$ cat config.mk
export PLATFORM = sky130hd
export DESIGN_NAME = wheel_crank_rate_calculator_unit
export DESIGN_NICKNAME = d
export VERILOG_FILES = /design/src/rtl/wcrc_pkg.sv /design/src/rtl/wheel_crank_rate_calculator_unit.sv
export SDC_FILE = /design/constraint.sdc
export NUM_CORES = 1
export LEC_CHECK = 0
export BUFFER_PORTS_ARGS = -buffer_cell sky130_fd_sc_hd__clkbuf_2
export CAP_MARGIN = 10
export CORE_ASPECT_RATIO = 1.2
export CORE_UTILIZATION = 35
export DETAILED_ROUTE_END_ITERATION = 10
export GPL_ROUTABILITY_DRIVEN = 0
export PLACE_DENSITY = 0.48
export SYNTH_ARGS = -nofsm -noshare
export SYNTH_HDL_FRONTEND = slang
export SYNTH_SLANG_ARGS = --single-unit
$ cat constraint.sdc
create_clock -name clk -period 7.1 [get_ports clk]
set_clock_uncertainty 0.15 [all_clocks]
set_input_delay 0.71 -clock clk [delete_from_list [all_inputs] [get_ports clk]]
set_output_delay 0.71 -clock clk [all_outputs]
set_load 0.05 [all_outputs]
$ cat src/rtl/wcrc_pkg.sv
// wcrc_pkg: item types, status codes, register indexes and reset values
// for the wheel and crank rate calculator; no dependencies
package wcrc_pkg;

  typedef struct packed {
    logic        func;
    logic [31:0] rev_count;
    logic [15:0] event_time;
  } in_item_t;

  typedef struct packed {
    logic [15:0] rate_value;
    logic [1:0]  status;
  } out_item_t;

  localparam logic [1:0] STATUS_OK    = 2'd0;
  localparam logic [1:0] STATUS_FIRST = 2'd1;
  localparam logic [1:0] STATUS_STILL = 2'd2;
  localparam logic [1:0] STATUS_LIMIT = 2'd3;

  localparam logic [1:0] REG_CIRCUMFERENCE = 2'd0;
  localparam logic [1:0] REG_SPEED_LIMIT   = 2'd1;
  localparam logic [1:0] REG_CADENCE_LIMIT = 2'd2;

  localparam logic        FUNC_WHEEL = 1'b0;
  localparam logic        FUNC_CRANK = 1'b1;

  localparam logic [15:0] CIRCUMFERENCE_RESET = 16'd2096;
  localparam logic [15:0] SPEED_LIMIT_RESET   = 16'd10000;
  localparam logic [7:0]  CADENCE_LIMIT_RESET = 8'd250;

  // crank factor 60 * 1024
  localparam logic [31:0] CRANK_FACTOR = 32'd61440;

  typedef enum logic [3:0] {
    ST_IDLE = 4'b0001,
    ST_MUL  = 4'b0010,
    ST_DIV  = 4'b0100,
    ST_FIN  = 4'b1000
  } state_t;

endpackage

$ cat src/rtl/wheel_crank_rate_calculator_unit.sv
// wheel_crank_rate_calculator_unit: speed and cadence from sensor reports,
// bit-serial shift-add multiply then radix-2 restoring divide
// depends on wcrc_pkg
//
// channel   ports                               direction
// in        in_valid, in_ready, in_data         report items in
// out       out_valid, out_ready, out_data      result items out
// cfg       cfg_valid, cfg_ready, cfg_index,    register writes in
//           cfg_data
//
// first report and no-motion items go from ST_IDLE straight to ST_FIN
// rate items pass ST_MUL and ST_DIV before ST_FIN: 32 multiply
// steps and 64 divide steps through one 64-bit shift register, one bit per cycle
// one item in work at a time; result register lets a new item in while
// the last result waits, a second finished result holds the input off until
// the first is taken; sync active-low reset clears control, config and history
module wheel_crank_rate_calculator_unit (
  input  logic                 clk,
  input  logic                 rst_n,
  input  logic                 in_valid,
  output logic                 in_ready,
  input  wcrc_pkg::in_item_t   in_data,
  output logic                 out_valid,
  input  logic                 out_ready,
  output wcrc_pkg::out_item_t  out_data,
  input  logic                 cfg_valid,
  output logic                 cfg_ready,
  input  logic [1:0]           cfg_index,
  input  logic [15:0]          cfg_data
);
  import wcrc_pkg::*;

  state_t      state_r, state_nxt;
  logic [5:0]  cnt_r, cnt_nxt;
  logic [63:0] prod_r, prod_nxt;
  logic [31:0] mcand_r, mcand_nxt;
  logic [22:0] divisor_r, divisor_nxt;
  logic [22:0] rem_r, rem_nxt;
  logic        kind_r, kind_nxt;
  out_item_t   res_r, res_nxt;
  out_item_t   out_data_r, out_data_nxt;
  logic        out_valid_r, out_valid_nxt;

  logic [15:0] circ_r, circ_nxt;
  logic [15:0] speed_lim_r, speed_lim_nxt;
  logic [7:0]  cad_lim_r, cad_lim_nxt;

  logic        wheel_seen_r, wheel_seen_nxt;
  logic [31:0] wheel_revs_r, wheel_revs_nxt;
  logic [15:0] wheel_time_r, wheel_time_nxt;
  logic        crank_seen_r, crank_seen_nxt;
  logic [15:0] crank_revs_r, crank_revs_nxt;
  logic [15:0] crank_time_r, crank_time_nxt;

  logic        in_acc;
  logic [31:0] w_drev;
  logic [15:0] w_dt;
  logic [15:0] c_drev;
  logic [15:0] c_dt;
  logic [32:0] mul_sum;
  logic [23:0] div_try;
  logic        div_ge;
  logic [23:0] div_diff;
  logic [15:0] lim;
  logic        out_free;

  assign in_ready  = (state_r == ST_IDLE);
  assign in_acc    = in_valid && in_ready;
  assign cfg_ready = 1'b1;
  assign out_valid = out_valid_r;
  assign out_data  = out_data_r;
  assign out_free  = !out_valid_r || out_ready;

  assign w_drev = in_data.rev_count - wheel_revs_r;
  assign w_dt   = in_data.event_time - wheel_time_r;
  assign c_drev = in_data.rev_count[15:0] - crank_revs_r;
  assign c_dt   = in_data.event_time - crank_time_r;

  assign mul_sum  = {1'b0, prod_r[63:32]} + (prod_r[0] ? {1'b0, mcand_r} : 33'd0);
  assign div_try  = {rem_r, prod_r[63]};
  assign div_ge   = div_try >= {1'b0, divisor_r};
  assign div_diff = div_try - {1'b0, divisor_r};
  assign lim      = (kind_r == FUNC_WHEEL) ? speed_lim_r : {8'd0, cad_lim_r};

  always_comb begin
    state_nxt      = state_r;
    cnt_nxt        = cnt_r;
    prod_nxt       = prod_r;
    mcand_nxt      = mcand_r;
    divisor_nxt    = divisor_r;
    rem_nxt        = rem_r;
    kind_nxt       = kind_r;
    res_nxt        = res_r;
    out_data_nxt   = out_data_r;
    out_valid_nxt  = out_valid_r;
    circ_nxt       = circ_r;
    speed_lim_nxt  = speed_lim_r;
    cad_lim_nxt    = cad_lim_r;
    wheel_seen_nxt = wheel_seen_r;
    wheel_revs_nxt = wheel_revs_r;
    wheel_time_nxt = wheel_time_r;
    crank_seen_nxt = crank_seen_r;
    crank_revs_nxt = crank_revs_r;
    crank_time_nxt = crank_time_r;

    if (out_valid_r && out_ready) begin
      out_valid_nxt = 1'b0;
    end

    if (cfg_valid) begin
      unique case (cfg_index)
        REG_CIRCUMFERENCE: begin
          if (cfg_data != 16'd0) begin
            circ_nxt = cfg_data;
          end
        end
        REG_SPEED_LIMIT:   speed_lim_nxt = cfg_data;
        REG_CADENCE_LIMIT: cad_lim_nxt = cfg_data[7:0];
        default: ;
      endcase
    end

    unique case (state_r)
      ST_IDLE: begin
        if (in_acc) begin
          kind_nxt = in_data.func;
          res_nxt  = '{rate_value: 16'd0, status: STATUS_STILL};
          cnt_nxt  = 6'd0;
          rem_nxt  = 23'd0;
          state_nxt = ST_FIN;
          if (in_data.func == FUNC_WHEEL) begin
            wheel_seen_nxt = 1'b1;
            wheel_revs_nxt = in_data.rev_count;
            wheel_time_nxt = in_data.event_time;
            // circumference * 1024 * 36
            mcand_nxt   = {1'b0, circ_r, 15'd0} + {4'd0, circ_r, 12'd0};
            // dt * 100
            divisor_nxt = {1'b0, w_dt, 6'd0} + {2'd0, w_dt, 5'd0}
                        + {5'd0, w_dt, 2'd0};
            prod_nxt    = {32'd0, w_drev};
            if (!wheel_seen_r) begin
              res_nxt.status = STATUS_FIRST;
            end else if (w_drev != 32'd0 && w_dt != 16'd0) begin
              state_nxt = ST_MUL;
            end
          end else begin
            crank_seen_nxt = 1'b1;
            crank_revs_nxt = in_data.rev_count[15:0];
            crank_time_nxt = in_data.event_time;
            mcand_nxt   = CRANK_FACTOR;
            divisor_nxt = {7'd0, c_dt};
            prod_nxt    = {48'd0, c_drev};
            if (!crank_seen_r) begin
              res_nxt.status = STATUS_FIRST;
            end else if (c_drev != 16'd0 && c_dt != 16'd0) begin
              state_nxt = ST_MUL;
            end
          end
        end
      end
      ST_MUL: begin
        prod_nxt = {mul_sum, prod_r[31:1]};
        cnt_nxt  = cnt_r + 6'd1;
        if (cnt_r == 6'd31) begin
          cnt_nxt   = 6'd0;
          state_nxt = ST_DIV;
        end
      end
      ST_DIV: begin
        rem_nxt  = div_ge ? div_diff[22:0] : div_try[22:0];
        prod_nxt = {prod_r[62:0], div_ge};
        cnt_nxt  = cnt_r + 6'd1;
        if (cnt_r == 6'd63) begin
          state_nxt = ST_FIN;
          if ((|prod_nxt[63:16]) || (prod_nxt[15:0] > lim)) begin
            res_nxt = '{rate_value: 16'd0, status: STATUS_LIMIT};
          end else begin
            res_nxt = '{rate_value: prod_nxt[15:0], status: STATUS_OK};
          end
        end
      end
      ST_FIN: begin
        if (out_free) begin
          out_data_nxt  = res_r;
          out_valid_nxt = 1'b1;
          state_nxt     = ST_IDLE;
        end
      end
      default: state_nxt = ST_IDLE;
    endcase
  end

  always_ff @(posedge clk) begin
    if (!rst_n) begin
      state_r      <= ST_IDLE;
      cnt_r        <= 6'd0;
      out_valid_r  <= 1'b0;
      circ_r       <= CIRCUMFERENCE_RESET;
      speed_lim_r  <= SPEED_LIMIT_RESET;
      cad_lim_r    <= CADENCE_LIMIT_RESET;
      wheel_seen_r <= 1'b0;
      wheel_revs_r <= 32'd0;
      wheel_time_r <= 16'd0;
      crank_seen_r <= 1'b0;
      crank_revs_r <= 16'd0;
      crank_time_r <= 16'd0;
    end else begin
      state_r      <= state_nxt;
      cnt_r        <= cnt_nxt;
      out_valid_r  <= out_valid_nxt;
      circ_r       <= circ_nxt;
      speed_lim_r  <= speed_lim_nxt;
      cad_lim_r    <= cad_lim_nxt;
      wheel_seen_r <= wheel_seen_nxt;
      wheel_revs_r <= wheel_revs_nxt;
      wheel_time_r <= wheel_time_nxt;
      crank_seen_r <= crank_seen_nxt;
      crank_revs_r <= crank_revs_nxt;
      crank_time_r <= crank_time_nxt;
    end
  end

  always_ff @(posedge clk) begin
    prod_r     <= prod_nxt;
    mcand_r    <= mcand_nxt;
    divisor_r  <= divisor_nxt;
    rem_r      <= rem_nxt;
    kind_r     <= kind_nxt;
    res_r      <= res_nxt;
    out_data_r <= out_data_nxt;
  end

endmodule

# After elaboration in Yosys (flattened, before gate mapping)
# Cells that the tools add are included.
# W data, S select, Z words.
word_totals:
  register_bits: 312
op_classes:
  reduce_logical: 27
  n_eq_ne: 12
  magnitude_cmp: 2
  muxes: 32
  addsub: 10
  n_bitwise: 1
ops:
  columns: ["op", "n"]
  rows:
  - ["$pmux W64 S3", 1]
  - ["$mux W32", 2]
  - ["$mux W64", 1]
  - ["$reduce_bool A16 Y1", 4]
  - ["$mux W18", 3]
  - ["$reduce_or A48 Y1", 1]
  - ["$sub A16 B16 Y16", 3]
  - ["$mux W23", 2]
  - ["$pmux W23 S2", 1]
  - ["$mux W4", 9]
  - ["$pmux W18 S2", 1]
  - ["$add A32 B32 Y33", 1]
  - ["$add A31 B28 Y32", 1]
  - ["$mux W16", 2]
  - ["$reduce_bool A32 Y1", 1]
  - ["$sub A32 B32 Y32", 1]
  - ["$ge A24 B23 Y1", 1]
  - ["$add A22 B21 Y23", 1]
  - ["$add A23 B18 Y23", 1]
  - ["$sub A23 B23 Y23", 1]
  - ["$pmux W6 S3", 1]
  - ["$gt A16 B16 Y1", 1]
  - ["$pmux W4 S4", 1]
  - ["$mux W6", 2]
  - ["other kinds (23)", 41]

# Logic depth before layout (Yosys ltp)
depth:
  word_depth: 8
  depth_mapped: 27
  ltp_nobuf: 25

# Worst setup path after synthesis
# Ideal clock, no wire load.
synth_timing:
  path_type: "reg-to-reg"
  from: "register state_r[3]"
  to: "register cnt_r[2]"
  stages_incl_launch_ff: 7
  synth_period_minus_slack_ns: 5.525
  t_arrival_ns: 5.248
  required_ns: 6.822
  n_path_buf: 0
  path_slack_ns: 1.575
  cell_sequence: "dfxtp_1 -> nor4b_1 -> nor2_1 -> a21oi_1 -> o21ai_0 -> a21oi_1 -> nor2_1"
synth_between:
  elab_chain_cells: 4
  elab_cells_between_ends: 8
  cone_classes: "eq/ne (4); mux (1); reduce/logical (3)"
synth_lines:
  columns: ["element", "line", "text"]
  rows:
  - ["start, declared", "wheel_crank_rate_calculator_unit.sv:33", "state_t state_r, state_nxt;"]
  - ["start signal, assigned", "wheel_crank_rate_calculator_unit.sv:208", "state_r <= state_nxt;"]
  - ["$eq A4 B1 Y1", "wheel_crank_rate_calculator_unit.sv:67, wheel_crank_rate_calculator_unit.sv:123", null]
  - ["$logic_and A1 B1 Y1", "wheel_crank_rate_calculator_unit.sv:68", "assign in_acc = in_valid && in_ready;"]
  - ["$ne A2 B1 Y1 (no line)", null, null]
  - ["$reduce_and A2 Y1 (no line)", null, null]
  - ["end signal, assigned", "wheel_crank_rate_calculator_unit.sv:209", "cnt_r <= cnt_nxt;"]
  - ["end, declared", "wheel_crank_rate_calculator_unit.sv:34", "logic [5:0] cnt_r, cnt_nxt;"]
# Parallel ways exist; a longest one is shown, timed or not.
# A chain may end at the register's enable or synchronous reset.

# Final worst setup path
layout_timing:
  from: "register wheel_time_r[1]"
  to: "register divisor_r[21], data pin"
layout_between:
  elab_chain_cells: 3
layout_lines:
  columns: ["element", "line", "text"]
  rows:
  - ["start, declared", "wheel_crank_rate_calculator_unit.sv:50", "logic [15:0] wheel_time_r, wheel_time_nxt;"]
  - ["start signal, assigned", "wheel_crank_rate_calculator_unit.sv:216", "wheel_time_r <= wheel_time_nxt;"]
  - ["$sub A16 B16 Y16 *", "wheel_crank_rate_calculator_unit.sv:75", "assign w_dt = in_data.event_time - wheel_time_r;"]
  - ["$add A22 B21 Y23", "wheel_crank_rate_calculator_unit.sv:138", "divisor_nxt = {1'b0, w_dt, 6'd0} + {2'd0, w_dt, 5'd0}"]
  - ["$add A23 B18 Y23 *", "wheel_crank_rate_calculator_unit.sv:139", "+ {5'd0, w_dt, 2'd0};"]
  - ["end signal, assigned", "wheel_crank_rate_calculator_unit.sv:226", "divisor_r <= divisor_nxt;"]
  - ["end, declared", "wheel_crank_rate_calculator_unit.sv:37", "logic [22:0] divisor_r, divisor_nxt;"]
# Mark *: on every way between the ends. The rest lies on a longest branch, timed or not.

==> flow_metrics.tcl <==
set metrics [dict create \
    status "finished, final reports clean" \
    cts.reportedPaths.clkPinSlew_ns 0.06 \
    synth_top_cell_by_area "edfxtp_1" \
    drive_gt1_share_pct 8.05 \
    final_max_slew_viol_count 0 \
    cts_resized 0 \
    ys_async_sr_fraction_pct 0 \
    syn_area_per_cell_um2 8.86 \
    crit_chain "inv_1 -> ha_1 -> nor2b_1 -> o21ai_1 -> a21boi_1 -> o21ai_1 -> nand2_1 -> xnor2_1 -> fa_1 -> inv_1 -> ha_1 -> a21o_1 -> a21oi_1 -> o21ai_1 -> a21oi_1 -> nor2b_1 -> o2111ai_1 -> nand3_1 -> o41ai_1 -> o21ai_1 -> a2111o_1 -> nand4_1" \
    grt_pass1_vias 15400 \
    intPower_w 0.00401 \
    vias_per_cell 5.19 \
    path_buf_inv 2 \
    dieArea_um2 57600 \
    synth_top_area_share_pct 25.3 \
    overflow 0 \
    cpMostUsedCell "o21ai_1" \
    worst_pin_slew_ns 1.15 \
    core_area_um2 56000 \
    synth_edf_count 167 \
    start_util_pct 35.4 \
    fmax_mhz 186 \
    antenna_found_initial 4 \
    synthFlopType "edfxtp_1" \
    num_rows 95 \
    drv_cap 0 \
    p_sw_share_pct 34.6 \
    critPathArrivalTime_ns 5.66 \
    required_ns 7.37 \
    ff2ff_setup_slack_ns 1.72 \
    dp.final_hpwl_um 39300 \
    hold_path_class "in2reg" \
    clockPowerShare_pct 31.1 \
    wire_per_inst_um 17.1 \
    critical-path-top-delay-family "compound AO/OA/AOI/OAI gates" \
    synthToLayoutAreaGrowth_pct 12.2 \
    finalSetupTns_ns 0 \
    cts.root.buffer_cell "clkbuf_16" \
    slew_headroom_pct 23.1 \
    drc 0 \
    setup_viol 0 \
    chipHeight_um 263 \
    hold_violations 0 \
    clock_sinks 300 \
    post-route-min-period_ns 5.38 \
    ys_top_cells_by_area "edfxtp_1 25%, dfxtp_1 13%, ha_1 11%" \
    synth-seq-cells 300 \
    ant_nets 0 \
    clock_latency_ns 0.57 \
    wl_um 52300 \
    syn_nets 2509 \
    fin_crit_sh_pct 75.8 \
    dieWidth_um 219 \
    vias 15900 \
    peakVddDrop_mv 0.212 \
    ys_seq_area_share_pct 38.7 \
    critPathMaxStageDelay_ns 0.57 \
    portBuffers 91 \
    worstPathMaxFanout 4 \
    fin_total_pwr_w 0.00613 \
    powerDensity_nw_per_um2 275 \
    crit_type "reg2reg" \
    total_leakage_power_nw 8.85 \
    hold_buffers 0 \
    layout.nets 2574 \
    grt_max_degree 72 \
    seq_power_share_pct 36.3 \
    critPathLaunchType "flop" \
    syn-cell-area_um2 19800 \
    rsz0062_at_grt "no" \
    num_io_pins 93 \
    grt_pass1_wl_um 83600 \
    synth_cell_type_count 77 \
    cts_setup_buffers 0 \
    grt_use_total_pct 18.2 \
    comb_power_share_pct 32.6 \
    htree_levels 2 \
    syn_inst 2240 \
    cts-buffers-inserted 37 \
    cts-root-to-sink-buffers 3 \
    yosysWarnings 0 \
    drtPass1Iterations 5 \
    drt_iter0_markers 847 \
    switchingPower_w 0.00212 \
    slowest_stage "fa_1" \
    placedCellCount 2993 \
    end_kind "flop" \
    cts_tree "built" \
    instances_no_fill 3063 \
]
==> routing by layer <==
| layer | vias up | global-route usage (%) | share of wire [%] |
|---|---|---|---|
| met1 | 7518 | 24.2 | 47 |
| met3 | 66 | 3.53 | 4.5 |
| met5 | - | 0 | 0.032 |
| met4 | 2 | 5.26 | 2.4 |
| li1 | 8062 | - | - |
| met2 | 262 | 29.6 | 46 |
==> path summary, 6_finish.rpt <==
path / start / endpoint / cells after the start
max: wheel_time_r[1] / divisor_r[21] / 22
min: in_data[40] / wheel_revs_r[24] / 3
max reg2reg: wheel_time_r[1] / divisor_r[21] / 22
min reg2reg: res_r[3] / out_data[3] / 0
==> kinds of logic (layout without fill, tap and decap cells) <==
logic type	after synthesis	count (layout)	synth area share (%)
AND/OR/NAND/NOR	766	766	18.2
AO/OA/AOI/OAI	555	555	17.2
flip-flops	300	300	38.7
buffers and inverters	248	342	4.74
adder cells (fa/ha/maj)	197	197	13.2
XOR/XNOR	122	122	5.39
multiplexers	51	51	2.60
other	1	3	0.0189
==> power groups by stage <==
stage	Clock (W)	Sequential, W	Combinational (W)
6_report	0.00191	0.00223	0.00200
5_1_grt	0.00203	0.00225	0.00227
4_1_cts	0.00197	0.00223	0.00201
3_5_place_dp	0	0.00226	0.00199
3_3_place_gp	0	0.00226	0.00198
2_1_floorplan	0	0.00220	0.00156
==> cells in the final DEF, fill, tap and decap left out, types with 30 or more instances in the layout <==
cell type / count
nand3_1: 44
xor2_1: 51
edfxtp_1: 167
and2_1: 42
inv_1: 168
nor2_1: 157
a21o_1: 30
a22oi_1: 30
xnor2_1: 71
o21ai_0: 79
dfxtp_1: 133
o21ai_1: 48
ha_1: 177
nor3_1: 42
clkbuf_2: 90
nand2_1: 308
a21oi_1: 208
mux2i_1: 46
clkbuf_16: 37
==> final cells by class <==
type | instances | area (um^2)
Fill cell | 5594 | 33700
Inverter | 172 | 648
Tap cell | 727 | 910
Antenna cell | 2 | 5.00
Timing Repair Buffer | 102 | 541
Multi-Input combinational cell | 1692 | 11300
Sequential cell | 300 | 7680
Clock inverter | 20 | 223
Clock buffer | 48 | 987
==> worst min-delay path, cell delays in order <==
cell	delay, ns
clkbuf_2	0.09
nand2_1	0.05
a21oi_1	0.05
==> synth_stat cells (14+ instances only) <==
library cell / instances
dfxtp_1: 133
fa_1: 20
o21bai_1: 15
nand2b_1: 29
nor4_1: 22
o21ai_0: 80
xor2_1: 51
clkbuf_1: 62
nand3_1: 44
a21oi_1: 209
a21o_1: 30
ha_1: 177
or3_1: 14
a22oi_1: 30
o21a_1: 27
nand2_1: 308
nor2b_1: 29
a22o_1: 14
mux2i_1: 46
nor3_1: 42
inv_1: 169
edfxtp_1: 167
and2_1: 42
nand4_1: 20
nor2_1: 158
o21ai_1: 48
xnor2_1: 71
==> state kept, by name, summed over array words and instances (netlist names), 16 cells and up <==
name / flops
circ_r: 16
crank_revs_r: 16
crank_time_r: 16
divisor_r: 23
mcand_r: 20
out_data: 18
prod_r: 64
rem_r: 23
res_r: 18
speed_lim_r: 16
wheel_revs_r: 32
wheel_time_r: 16
==> stage by stage <==
step	util [%]	cell area (um^2)	setup slack, ns	hold WS, ns
floorplan	-	19800	1.57	0.250
global placement	37.6	21000	1.25	0.258
detailed placement	37.6	21000	1.24	0.258
CTS	39.7	22300	1.68	0.178
global route	39.8	22300	1.29	0.212
finish	39.8	22300	1.72	0.220
No activity file was read; power rests on OpenSTA's default activity.
